--- src/sv/rlsac_pkg.sv ---
// ----------------------------------------------------------------------------
// rlsac_pkg: shared types and constants of the radio link sender/ack controller
// Operation, command and LED codes, register map, configuration and result
// structures, and the frame prefix character tables.
// ----------------------------------------------------------------------------
package rlsac_pkg;

    // Frame limits
    localparam int MAX_FRAME  = 255;
    localparam int ACK_LEN    = 3;
    localparam int SENSOR_LEN = 21;
    localparam int CNT_W      = 9;
    localparam int CNT_SAT    = 256;

    // APB register file
    localparam int ADDR_W = 5;
    localparam int DATA_W = 32;

    typedef enum logic [2:0] {
        OP_RX_BYTE    = 3'd0,
        OP_TX_DONE    = 3'd1,
        OP_RX_TIMEOUT = 3'd2,
        OP_RX_ERROR   = 3'd3,
        OP_TX_TIMEOUT = 3'd4,
        OP_EMPTY      = 3'd5
    } op_t;

    typedef enum logic [1:0] {
        CMD_NONE   = 2'd0,
        CMD_SENSOR = 2'd1,
        CMD_ACK    = 2'd2,
        CMD_LISTEN = 2'd3
    } cmd_t;

    typedef enum logic [1:0] {
        LED_KEEP   = 2'd0,
        LED_OFF    = 2'd1,
        LED_TOGGLE = 2'd2
    } led_t;

    typedef enum logic [2:0] {
        REG_LISTEN     = 3'd0,
        REG_ACK_WAIT   = 3'd1,
        REG_DISCOVERY  = 3'd2,
        REG_MARGIN     = 3'd3,
        REG_WAKEUP     = 3'd4,
        REG_BACKOFF    = 3'd5,
        REG_MAX_MISSES = 3'd6
    } reg_idx_t;

    // Register reset values
    localparam logic [15:0] LISTEN_RST     = 16'd3000;
    localparam logic [15:0] ACK_WAIT_RST   = 16'd2500;
    localparam logic [15:0] DISCOVERY_RST  = 16'd1500;
    localparam logic [15:0] MARGIN_RST     = 16'd200;
    localparam logic [15:0] WAKEUP_RST     = 16'd0;
    localparam logic [9:0]  BACKOFF_RST    = 10'd0;
    localparam logic [3:0]  MAX_MISSES_RST = 4'd5;

    typedef struct packed {
        logic [15:0] listen_ms;
        logic [15:0] ack_wait_ms;
        logic [15:0] discovery_ms;
        logic [15:0] margin_ms;
        logic [15:0] wakeup_ms;
        logic [9:0]  backoff_ms;
        logic [3:0]  max_misses;
    } cfg_t;

    typedef struct packed {
        logic [2:0] operation;
        logic [7:0] rx_byte;
        logic       frame_end;
    } item_t;

    typedef struct packed {
        cmd_t        command;
        logic [15:0] listen_time_ms;
        logic [17:0] delay_ms;
        logic [31:0] sequence_res;
        led_t        green_led;
        led_t        red_led;
        logic        stop_blink;
        logic        is_slave;
    } result_t;

    // "ACK" prefix
    function automatic logic [7:0] ack_char(input logic [1:0] idx);
        logic [7:0] c;
        case (idx)
            2'd0:    c = 8'h41;
            2'd1:    c = 8'h43;
            2'd2:    c = 8'h4B;
            default: c = 8'h00;
        endcase
        return c;
    endfunction

    // "Dummy Sensor Value : " prefix
    function automatic logic [7:0] sensor_char(input logic [4:0] idx);
        logic [7:0] c;
        case (idx)
            5'd0:    c = 8'h44;
            5'd1:    c = 8'h75;
            5'd2:    c = 8'h6D;
            5'd3:    c = 8'h6D;
            5'd4:    c = 8'h79;
            5'd5:    c = 8'h20;
            5'd6:    c = 8'h53;
            5'd7:    c = 8'h65;
            5'd8:    c = 8'h6E;
            5'd9:    c = 8'h73;
            5'd10:   c = 8'h6F;
            5'd11:   c = 8'h72;
            5'd12:   c = 8'h20;
            5'd13:   c = 8'h56;
            5'd14:   c = 8'h61;
            5'd15:   c = 8'h6C;
            5'd16:   c = 8'h75;
            5'd17:   c = 8'h65;
            5'd18:   c = 8'h20;
            5'd19:   c = 8'h3A;
            5'd20:   c = 8'h20;
            default: c = 8'h00;
        endcase
        return c;
    endfunction

endpackage

--- src/sv/rlsac_cfg.sv ---
// ----------------------------------------------------------------------------
// rlsac_cfg: configuration register file
// APB-style write/read access to the seven timing and miss-limit registers.
// ----------------------------------------------------------------------------
module rlsac_cfg (
    input  logic                         clk,
    input  logic                         rst_n,
    input  logic                         psel,
    input  logic                         penable,
    input  logic                         pwrite,
    input  logic [rlsac_pkg::ADDR_W-1:0] paddr,
    input  logic [rlsac_pkg::DATA_W-1:0] pwdata,
    output logic [rlsac_pkg::DATA_W-1:0] prdata,
    output logic                         pready,
    output rlsac_pkg::cfg_t              cfg
);

    rlsac_pkg::cfg_t      cfg_reg;
    rlsac_pkg::cfg_t      cfg_next;
    rlsac_pkg::reg_idx_t  idx;
    logic                 wr_en;

    assign pready = 1'b1;
    assign idx    = rlsac_pkg::reg_idx_t'(paddr[rlsac_pkg::ADDR_W-1:2]);
    assign wr_en  = psel && penable && pwrite && pready;
    assign cfg    = cfg_reg;

    // Decode the write word into the addressed register
    always_comb
    begin
        cfg_next = cfg_reg;
        if (wr_en)
        begin
            case (idx)
                rlsac_pkg::REG_LISTEN:     cfg_next.listen_ms    = pwdata[15:0];
                rlsac_pkg::REG_ACK_WAIT:   cfg_next.ack_wait_ms  = pwdata[15:0];
                rlsac_pkg::REG_DISCOVERY:  cfg_next.discovery_ms = pwdata[15:0];
                rlsac_pkg::REG_MARGIN:     cfg_next.margin_ms    = pwdata[15:0];
                rlsac_pkg::REG_WAKEUP:     cfg_next.wakeup_ms    = pwdata[15:0];
                rlsac_pkg::REG_BACKOFF:    cfg_next.backoff_ms   = pwdata[9:0];
                rlsac_pkg::REG_MAX_MISSES: cfg_next.max_misses   = pwdata[3:0];
                default:                   cfg_next = cfg_reg;
            endcase
        end
    end

    // Hold the registers
    always_ff @(posedge clk or negedge rst_n)
    begin
        if (!rst_n)
        begin
            cfg_reg.listen_ms    <= rlsac_pkg::LISTEN_RST;
            cfg_reg.ack_wait_ms  <= rlsac_pkg::ACK_WAIT_RST;
            cfg_reg.discovery_ms <= rlsac_pkg::DISCOVERY_RST;
            cfg_reg.margin_ms    <= rlsac_pkg::MARGIN_RST;
            cfg_reg.wakeup_ms    <= rlsac_pkg::WAKEUP_RST;
            cfg_reg.backoff_ms   <= rlsac_pkg::BACKOFF_RST;
            cfg_reg.max_misses   <= rlsac_pkg::MAX_MISSES_RST;
        end
        else
        begin
            cfg_reg <= cfg_next;
        end
    end

    // Return the addressed register on read
    always_comb
    begin
        case (idx)
            rlsac_pkg::REG_LISTEN:     prdata = {16'd0, cfg_reg.listen_ms};
            rlsac_pkg::REG_ACK_WAIT:   prdata = {16'd0, cfg_reg.ack_wait_ms};
            rlsac_pkg::REG_DISCOVERY:  prdata = {16'd0, cfg_reg.discovery_ms};
            rlsac_pkg::REG_MARGIN:     prdata = {16'd0, cfg_reg.margin_ms};
            rlsac_pkg::REG_WAKEUP:     prdata = {16'd0, cfg_reg.wakeup_ms};
            rlsac_pkg::REG_BACKOFF:    prdata = {22'd0, cfg_reg.backoff_ms};
            rlsac_pkg::REG_MAX_MISSES: prdata = {28'd0, cfg_reg.max_misses};
            default:                   prdata = '0;
        endcase
    end

endmodule

--- src/sv/rlsac_core.sv ---
// ----------------------------------------------------------------------------
// rlsac_core: link state and per-word decision
// Tracks the prefix match of the frame in flight, the role, the miss counter
// and the sequence number, and forms the radio command for one word.
// ----------------------------------------------------------------------------
module rlsac_core (
    input  logic                clk,
    input  logic                rst_n,
    input  logic                step,
    input  rlsac_pkg::item_t    item,
    input  rlsac_pkg::cfg_t     cfg,
    output logic                res_valid,
    output rlsac_pkg::result_t  res
);

    logic                       role_slave_reg;
    logic                       role_slave_next;
    logic [3:0]                 miss_count_reg;
    logic [3:0]                 miss_count_next;
    logic [31:0]                seq_count_reg;
    logic [31:0]                seq_count_next;
    logic [rlsac_pkg::CNT_W-1:0] byte_count_reg;
    logic [rlsac_pkg::CNT_W-1:0] byte_count_next;
    logic                       ack_match_reg;
    logic                       ack_match_next;
    logic                       sensor_match_reg;
    logic                       sensor_match_next;

    logic [rlsac_pkg::CNT_W-1:0] cnt_inc;
    logic                       ack_m;
    logic                       sensor_m;
    logic                       fits;
    logic                       is_ack;
    logic                       is_sensor;
    logic [16:0]                pre_tx;
    logic [17:0]                pre_tx_backoff;
    logic [3:0]                 miss_inc;

    // Running prefix match including the current byte
    always_comb
    begin
        cnt_inc = (byte_count_reg < rlsac_pkg::CNT_W'(rlsac_pkg::CNT_SAT))
                ? byte_count_reg + 1'b1 : byte_count_reg;
        ack_m = ack_match_reg &&
                !((byte_count_reg < rlsac_pkg::CNT_W'(rlsac_pkg::ACK_LEN)) &&
                  (item.rx_byte != rlsac_pkg::ack_char(byte_count_reg[1:0])));
        sensor_m = sensor_match_reg &&
                !((byte_count_reg < rlsac_pkg::CNT_W'(rlsac_pkg::SENSOR_LEN)) &&
                  (item.rx_byte != rlsac_pkg::sensor_char(byte_count_reg[4:0])));
        fits      = cnt_inc <= rlsac_pkg::CNT_W'(rlsac_pkg::MAX_FRAME);
        is_ack    = fits && ack_m && (cnt_inc >= rlsac_pkg::CNT_W'(rlsac_pkg::ACK_LEN));
        is_sensor = fits && sensor_m &&
                    (cnt_inc >= rlsac_pkg::CNT_W'(rlsac_pkg::SENSOR_LEN));
        pre_tx         = {1'b0, cfg.wakeup_ms} + {1'b0, cfg.margin_ms};
        pre_tx_backoff = {1'b0, pre_tx} + {8'd0, cfg.backoff_ms};
        miss_inc       = miss_count_reg + 4'd1;
    end

    // Decide the command and the next link state
    always_comb
    begin
        role_slave_next   = role_slave_reg;
        miss_count_next   = miss_count_reg;
        seq_count_next    = seq_count_reg;
        byte_count_next   = byte_count_reg;
        ack_match_next    = ack_match_reg;
        sensor_match_next = sensor_match_reg;
        res_valid         = 1'b0;
        res               = '0;

        case (rlsac_pkg::op_t'(item.operation))
            rlsac_pkg::OP_RX_BYTE:
            begin
                byte_count_next   = cnt_inc;
                ack_match_next    = ack_m;
                sensor_match_next = sensor_m;
                if (item.frame_end)
                begin
                    res_valid         = 1'b1;
                    byte_count_next   = '0;
                    ack_match_next    = 1'b1;
                    sensor_match_next = 1'b1;
                    if (is_sensor)
                    begin
                        res.stop_blink = 1'b1;
                        res.red_led    = rlsac_pkg::LED_OFF;
                        res.green_led  = rlsac_pkg::LED_TOGGLE;
                    end
                    else if (is_ack)
                    begin
                        res.stop_blink = 1'b1;
                        res.green_led  = rlsac_pkg::LED_OFF;
                        res.red_led    = rlsac_pkg::LED_TOGGLE;
                    end
                    if (!role_slave_reg)
                    begin
                        if (is_ack)
                        begin
                            miss_count_next  = '0;
                            res.delay_ms     = {1'b0, pre_tx};
                            res.command      = rlsac_pkg::CMD_SENSOR;
                            res.sequence_res = seq_count_reg;
                            seq_count_next   = seq_count_reg + 32'd1;
                        end
                        else
                        begin
                            if (is_sensor)
                            begin
                                role_slave_next = 1'b1;
                            end
                            res.command        = rlsac_pkg::CMD_LISTEN;
                            res.listen_time_ms = cfg.listen_ms;
                        end
                    end
                    else
                    begin
                        if (is_sensor)
                        begin
                            res.delay_ms = {1'b0, pre_tx};
                            res.command  = rlsac_pkg::CMD_ACK;
                        end
                        else
                        begin
                            role_slave_next    = 1'b0;
                            res.command        = rlsac_pkg::CMD_LISTEN;
                            res.listen_time_ms = cfg.listen_ms;
                        end
                    end
                end
            end
            rlsac_pkg::OP_TX_DONE, rlsac_pkg::OP_TX_TIMEOUT:
            begin
                byte_count_next    = '0;
                ack_match_next     = 1'b1;
                sensor_match_next  = 1'b1;
                res_valid          = 1'b1;
                res.command        = rlsac_pkg::CMD_LISTEN;
                res.listen_time_ms = role_slave_reg ? cfg.listen_ms : cfg.ack_wait_ms;
            end
            rlsac_pkg::OP_RX_TIMEOUT, rlsac_pkg::OP_RX_ERROR:
            begin
                byte_count_next   = '0;
                ack_match_next    = 1'b1;
                sensor_match_next = 1'b1;
                res_valid         = 1'b1;
                if (!role_slave_reg)
                begin
                    res.delay_ms = pre_tx_backoff;
                    if (miss_inc >= cfg.max_misses)
                    begin
                        // Too many misses: fall back to rediscovery
                        miss_count_next    = '0;
                        res.command        = rlsac_pkg::CMD_LISTEN;
                        res.listen_time_ms = cfg.discovery_ms;
                    end
                    else
                    begin
                        miss_count_next  = miss_inc;
                        res.command      = rlsac_pkg::CMD_SENSOR;
                        res.sequence_res = seq_count_reg;
                        seq_count_next   = seq_count_reg + 32'd1;
                    end
                end
                else
                begin
                    res.command        = rlsac_pkg::CMD_LISTEN;
                    res.listen_time_ms = cfg.listen_ms;
                end
            end
            rlsac_pkg::OP_EMPTY:
            begin
                // Drop any partial frame
                byte_count_next   = '0;
                ack_match_next    = 1'b1;
                sensor_match_next = 1'b1;
            end
            default:
            begin
                res_valid = 1'b0;
            end
        endcase

        res.is_slave = role_slave_next;
    end

    // Advance the link state once per processed word
    always_ff @(posedge clk or negedge rst_n)
    begin
        if (!rst_n)
        begin
            role_slave_reg   <= 1'b0;
            miss_count_reg   <= '0;
            seq_count_reg    <= '0;
            byte_count_reg   <= '0;
            ack_match_reg    <= 1'b1;
            sensor_match_reg <= 1'b1;
        end
        else if (step)
        begin
            role_slave_reg   <= role_slave_next;
            miss_count_reg   <= miss_count_next;
            seq_count_reg    <= seq_count_next;
            byte_count_reg   <= byte_count_next;
            ack_match_reg    <= ack_match_next;
            sensor_match_reg <= sensor_match_next;
        end
    end

    // The miss counter is cleared before it can wrap
    a_miss_bounded: assert property (@(posedge clk) disable iff (!rst_n)
        miss_count_reg != 4'hF)
        else $error("miss counter reached its wrap value");

    a_count_sat: assert property (@(posedge clk) disable iff (!rst_n)
        byte_count_reg <= rlsac_pkg::CNT_W'(rlsac_pkg::CNT_SAT))
        else $error("byte count above saturation");

    a_seq_adv: assert property (@(posedge clk) disable iff (!rst_n)
        (step && res_valid && (res.command == rlsac_pkg::CMD_SENSOR))
        |=> (seq_count_reg == $past(seq_count_reg) + 32'd1))
        else $error("sequence number not advanced after sensor frame");

    a_hold_idle: assert property (@(posedge clk) disable iff (!rst_n)
        !step |=> ($stable(role_slave_reg) && $stable(seq_count_reg)
                   && $stable(byte_count_reg)))
        else $error("link state changed without a word");

endmodule

--- src/sv/radio_link_sender_ack_controller_unit.sv ---
// An accepted input word waits in the input register, and its result word,
// if any, in the result register. Throughput: one word per cycle unless
// the result side stalls; the input and result registers give one word of
// slack on each side, so input is taken while a result waits. Reset (rst_n
// low, asynchronous) empties both registers, restores the register defaults
// and sets sender role, zero miss and sequence counts and an empty frame.
// ----------------------------------------------------------------------------
// radio_link_sender_ack_controller_unit: sender/acknowledger link controller
// Input register, decision core, result register and the APB register file.
// ----------------------------------------------------------------------------
module radio_link_sender_ack_controller_unit (
    input  logic                         clk,
    input  logic                         rst_n,
    // Input stream
    input  logic                         s_tvalid,
    output logic                         s_tready,
    input  logic [7:0]                   s_tdata,   // [7:0] rx_byte
    input  logic [2:0]                   s_tuser,   // [2:0] operation
    input  logic                         s_tlast,   // frame_end
    // Result stream
    output logic                         m_tvalid,
    input  logic                         m_tready,
    // [15:0] listen_time_ms, [33:16] delay_ms, [65:34] sequence_res,
    // [67:66] green_led, [69:68] red_led, [70] stop_blink, [71] is_slave
    output logic [71:0]                  m_tdata,
    output logic [1:0]                   m_tuser,   // [1:0] command
    // Configuration
    input  logic                         psel,
    input  logic                         penable,
    input  logic                         pwrite,
    input  logic [rlsac_pkg::ADDR_W-1:0] paddr,
    input  logic [rlsac_pkg::DATA_W-1:0] pwdata,
    output logic [rlsac_pkg::DATA_W-1:0] prdata,
    output logic                         pready
);

    rlsac_pkg::cfg_t     cfg;
    rlsac_pkg::item_t    item_reg;
    logic                in_valid_reg;
    logic                in_valid_next;
    rlsac_pkg::result_t  res;
    logic                res_valid;
    rlsac_pkg::result_t  out_reg;
    logic                out_valid_reg;
    logic                out_valid_next;
    logic                step;
    logic                s_accept;

    rlsac_cfg u_cfg (
        .clk     (clk),
        .rst_n   (rst_n),
        .psel    (psel),
        .penable (penable),
        .pwrite  (pwrite),
        .paddr   (paddr),
        .pwdata  (pwdata),
        .prdata  (prdata),
        .pready  (pready),
        .cfg     (cfg)
    );

    // Process the held word when the result register can take its result
    assign step     = in_valid_reg && (!out_valid_reg || m_tready);
    assign s_tready = !in_valid_reg || step;
    assign s_accept = s_tvalid && s_tready;

    rlsac_core u_core (
        .clk       (clk),
        .rst_n     (rst_n),
        .step      (step),
        .item      (item_reg),
        .cfg       (cfg),
        .res_valid (res_valid),
        .res       (res)
    );

    // Valid flags of the input and result registers
    always_comb
    begin
        if (s_accept)
        begin
            in_valid_next = 1'b1;
        end
        else if (step)
        begin
            in_valid_next = 1'b0;
        end
        else
        begin
            in_valid_next = in_valid_reg;
        end

        if (step)
        begin
            out_valid_next = res_valid;
        end
        else if (m_tready)
        begin
            out_valid_next = 1'b0;
        end
        else
        begin
            out_valid_next = out_valid_reg;
        end
    end

    always_ff @(posedge clk or negedge rst_n)
    begin
        if (!rst_n)
        begin
            in_valid_reg  <= 1'b0;
            out_valid_reg <= 1'b0;
        end
        else
        begin
            in_valid_reg  <= in_valid_next;
            out_valid_reg <= out_valid_next;
        end
    end

    // Capture the input word and the result word
    always_ff @(posedge clk)
    begin
        if (s_accept)
        begin
            item_reg.operation <= s_tuser;
            item_reg.rx_byte   <= s_tdata;
            item_reg.frame_end <= s_tlast;
        end
        if (step && res_valid)
        begin
            out_reg <= res;
        end
    end

    assign m_tvalid = out_valid_reg;
    assign m_tuser  = out_reg.command;
    assign m_tdata  = {out_reg.is_slave, out_reg.stop_blink, out_reg.red_led,
                       out_reg.green_led, out_reg.sequence_res, out_reg.delay_ms,
                       out_reg.listen_time_ms};

endmodule

--- config.mk ---
export PLATFORM = sky130hd
export DESIGN_NAME = radio_link_sender_ack_controller_unit
export DESIGN_NICKNAME = d
export VERILOG_FILES = /design/src/sv/rlsac_pkg.sv /design/src/sv/rlsac_cfg.sv /design/src/sv/rlsac_core.sv /design/src/sv/radio_link_sender_ack_controller_unit.sv
export SDC_FILE = /design/constraint.sdc
export NUM_CORES = 1
export LEC_CHECK = 0
export BUFFER_PORTS_ARGS = -buffer_cell sky130_fd_sc_hd__buf_2
export CAP_MARGIN = 0
export CORE_UTILIZATION = 50
export CTS_BUF_LIST = sky130_fd_sc_hd__clkbuf_2 sky130_fd_sc_hd__clkbuf_4 sky130_fd_sc_hd__clkbuf_8
export DETAILED_ROUTE_END_ITERATION = 16
export PLACE_DENSITY = 0.83
export SLEW_MARGIN = 0
export SYNTH_ARGS = -nofsm -noshare
export SYNTH_HDL_FRONTEND = slang
export SYNTH_HIERARCHICAL = 1
export SYNTH_SLANG_ARGS = --single-unit
--- constraint.sdc ---
create_clock -name clk -period 4.8 [get_ports clk]
set_clock_uncertainty 0.15 [all_clocks]
set_input_delay 0.96 -clock clk [delete_from_list [all_inputs] [get_ports clk]]
set_output_delay 0.96 -clock clk [all_outputs]
set_load 0.03 [all_outputs]
==> summary.txt <==
Synthesis
  – Asr flop ratio synth: 0.6261
  – Top FF cell, synth: dfrtp_1
  – Top post-synthesis cells by area: dfrtp_1 (23%), edfxtp_1 (20%), mux2_2 (7.1%), dfstp_2 (5.2%), ha_1 (4.0%)
  – Post-synth EDFFs: 86
  – Syn Area/Cell: between 10 and 15 um^2
  – Leading area contributor after synthesis: dfrtp_1
  – Top post-synthesis cells by count: dfrtp_1 (118), edfxtp_1 (86), mux2_2 (82), nand2_1 (65), ha_1 (42)
  – Mapped Cells: ~1.1k
  – Synth warnings: 6
  – Yosys reg bits: 230
  – Count leader, synth: dfrtp_1
  – Top cell type's share of synthesized area: 0.2258
  – Syn Std Cell Area: between 10000 and 15000 um^2
  – Seq/Total Area, Yosys: 0.4755
  – Synth unique cells: 94

CTS
  – Clk root buf: clkbuf_8
  – Setup Fix Bufs, Post-CTS: 0
  – Htree depth: 2
  – Clock buffer count from CTS: 40
  – Post-CTS sizing: 0
  – CTS tree: yes
  – CTS Hold Bufs: 0
  – Clk slew on worst S/H paths: 0.06 ns
  – Clock latency on the worst-skew pair: ~0.54 ns
  – CTS Buffer Depth: 3
  – # clock sinks: between 200 and 250

STA
  – Crit share post-route: 0.8156
  – Fmax: 0.2554 GHz
  – Relative slew slack: 0.3906
  – Slew Limit Fails: 0
  – Hold WS: approximately 0.30 ns
  – Final Hold Violating Endpoints: 0
  – RSZ-0062 raised after global routing: no
  – Setup TNS: 0 ns
  – Endpoints failing setup: 0
  – Fin crit period: slightly below 4 ns
  – Worst slew pin tran: ~0.91 ns

Power and ir drop
  – Sequential Power Share: 0.420
  – Pwr per Cell Area: between 400 and 500 nW/um^2
  – P_int: approximately 4 mW
  – P_sw: roughly 2.1 mW
  – Switching part of the total: 0.3410
  – Leak Pwr: 6.651 nW
  – Clock share of power: 0.286
  – Maximum vdd drop: 0.0002631 V
  – Logic pwr share: 0.294

Layout
  – Register area: slightly above 6000 um^2
  – N_diodes: 0
  – Final layout net count: between 1k and 1.5k
  – Largest register FFs: 94
  – Final Non-Filler Cells: between 1.5k and 2k
  – Area occupied by multi-input gates: 6335 um^2
  – Filler instances: 2110
  – Proportion of layout cells with a drive suffix above 1: 0.2906
  – Final core occ: 0.5752
  – Area delta synth->final: 11.72%

Detailed routing
  – Via/cell ratio: ~5.9
  – 1st-iter DRT viols: 692
  – DR pass1 iterations: 5
  – Residual DRC: 0
  – Avg WL per Cell: roughly 19 um
  – Via count: around 9.4k
  – Post-DRT Antenna Nets: 0
  – Post-Route WL: roughly 30000 um

Worst hold path
  – Hold Crit Class: primary input to asynchronous set/reset pin

Global route
  – GRT Overall Usage: 0.2266
  – Largest net degree at the start of global routing: 88
  – Vias in the first global route: just over 9k
  – Initial antenna violation count: 2
  – GR Overflow Total: 0
  – First-pass GRT wire length: approximately 48000 um

Floorplanning
  – Die Area: between 20000 and 30000 um^2
  – Die Height: approximately 160 um
  – Row cnt: 58
  – Core Region: 25400 um^2
  – Initial Utilization: 0.5149
  – Die W: around 160 um
  – Ports: roughly 170

Critical path
  – Worst EP required: between 4 and 5 ns
  – CP Data Arrival Time: around 4.0 ns
  – Startpoint class of the critical path: flip-flop
  – Crit path largest cell delay: between 0.4 and 0.5 ns
  – CP max-delay cell: dfrtp_1
  – CP endpoint kind: flip-flop
  – Crit Path Class: flip-flop to flip-flop
  – Worst-path cell chain: ha_1 -> fa_1 -> a21oi_1 -> o21ai_0 -> a211oi_1 -> a21oi_1 -> ha_1 -> nor3_1 -> o2111ai_1 -> a31o_2 -> a21o_1 -> a21o_1 -> nand2b_1 -> xnor2_1 -> a22o_1
  – Critical Path Fanout Max: 5

Place
  – Gpl congestion: between 0.9 and 1
  – Number of port buffers: roughly 130
  – Hpwl dp: between 20000 and 25000 um
  – Placed instance count: roughly 1.5k

Run status
  – Status: complete, no violations

Job
  – Max Cap Viol: 0
==> worst max-delay path: cells and delay by family (launching register included) <==
| kind | cells | cell delay [ns] |
|---|---|---|
| AO/OA/AOI/OAI | 9 | 1.86 |
| adder cells (fa/ha/maj) | 3 | 0.91 |
| flip-flops | 1 | 0.42 |
| AND/OR/NAND/NOR | 2 | 0.26 |
| XOR/XNOR | 1 | 0.07 |
==> stage by stage <==
step           setup WS [ns]  area [um^2]  total power [mW]
2_1_floorplan          1.179        13140             3.944
3_3_place_gp          0.9911        13830             4.300
3_5_place_dp          0.9814        13830             4.369
4_1_cts               0.9358        14610             6.132
5_1_grt               0.6344        14610             6.425
6_report              0.8852        14610             6.089
==> path summary, 6_finish.rpt <==
kind | start | endpoint | slack (ns) | cells past startpoint
max | u_cfg/cfg[30] | m_tdata[27] | 0.89 | 15
max in group asynchronous | rst_n | u_cfg/cfg[36] | 3.15 | 2
max reg2reg | u_cfg/cfg[30] | m_tdata[27] | 0.89 | 15
min reg2reg | u_core/ack_match_reg | u_core/ack_match_reg | 0.31 | 2
min in group clk | u_core/ack_match_reg | u_core/ack_match_reg | 0.31 | 2
min | rst_n | u_cfg/cfg[57] | 0.30 | 1
==> per-layer routing <==
| layer | share of wire | routed length [um] | vias to the layer above | track usage |
|---|---|---|---|---|
| li1 | - | - | 4370 | - |
| met1 | 0.41 | 12360 | 4573 | 0.2878 |
| met2 | 0.49 | 14680 | 342 | 0.3831 |
| met3 | 0.060 | 1808 | 77 | 0.03889 |
| met4 | 0.034 | 1011 | 4 | 0.09175 |
| met5 | 0.0010 | 30 | - | 0 |
==> logic make-up after synthesis <==
family / synth area share
multiplexers: 0.1186
other: 0.0005743
AO/OA/AOI/OAI: 0.1296
buffers and inverters: 0.04535
adder cells (fa/ha/maj): 0.04401
XOR/XNOR: 0.04085
AND/OR/NAND/NOR: 0.1454
flip-flops: 0.4755
==> cell type report <==
class / instances / area share
Timing Repair Buffer: 143 / 0.05181
Clock buffer: 57 / 0.04770
Tap cell: 330 / 0.02826
Inverter: 28 / 0.007194
Sequential cell: 230 / 0.4256
Clock inverter: 16 / 0.005823
Multi-Input combinational cell: 796 / 0.4336
==> cells in the final DEF, fill, tap and decap left out, types with 14 or more instances in the layout <==
cell type / count
buf_4: 14
clkbuf_8: 43
ha_1: 42
edfxtp_1: 86
conb_1: 17
clkbuf_4: 14
a22o_1: 28
dfstp_2: 26
nand4_1: 16
nand2b_1: 15
dfrtp_1: 118
nor3_1: 22
a21o_1: 27
and2_1: 37
buf_2: 128
nand3_1: 18
nor2_1: 39
inv_1: 28
mux2_1: 30
xor2_1: 40
o21ai_0: 38
xnor2_1: 21
nand2_1: 65
mux2i_1: 29
a21oi_1: 32
mux2_2: 82
==> power by group through the flow <==
stage	Sequential, mW	Clock [mW]	Combinational [mW]
after CTS	2.56	1.79	1.79
final	2.56	1.74	1.79
after global routing	2.59	1.87	1.97
after detailed placement	2.59	0	1.78
after global placement	2.58	0	1.72
after floorplan	2.64	0	1.31
(Power assumes the default switching activity.)
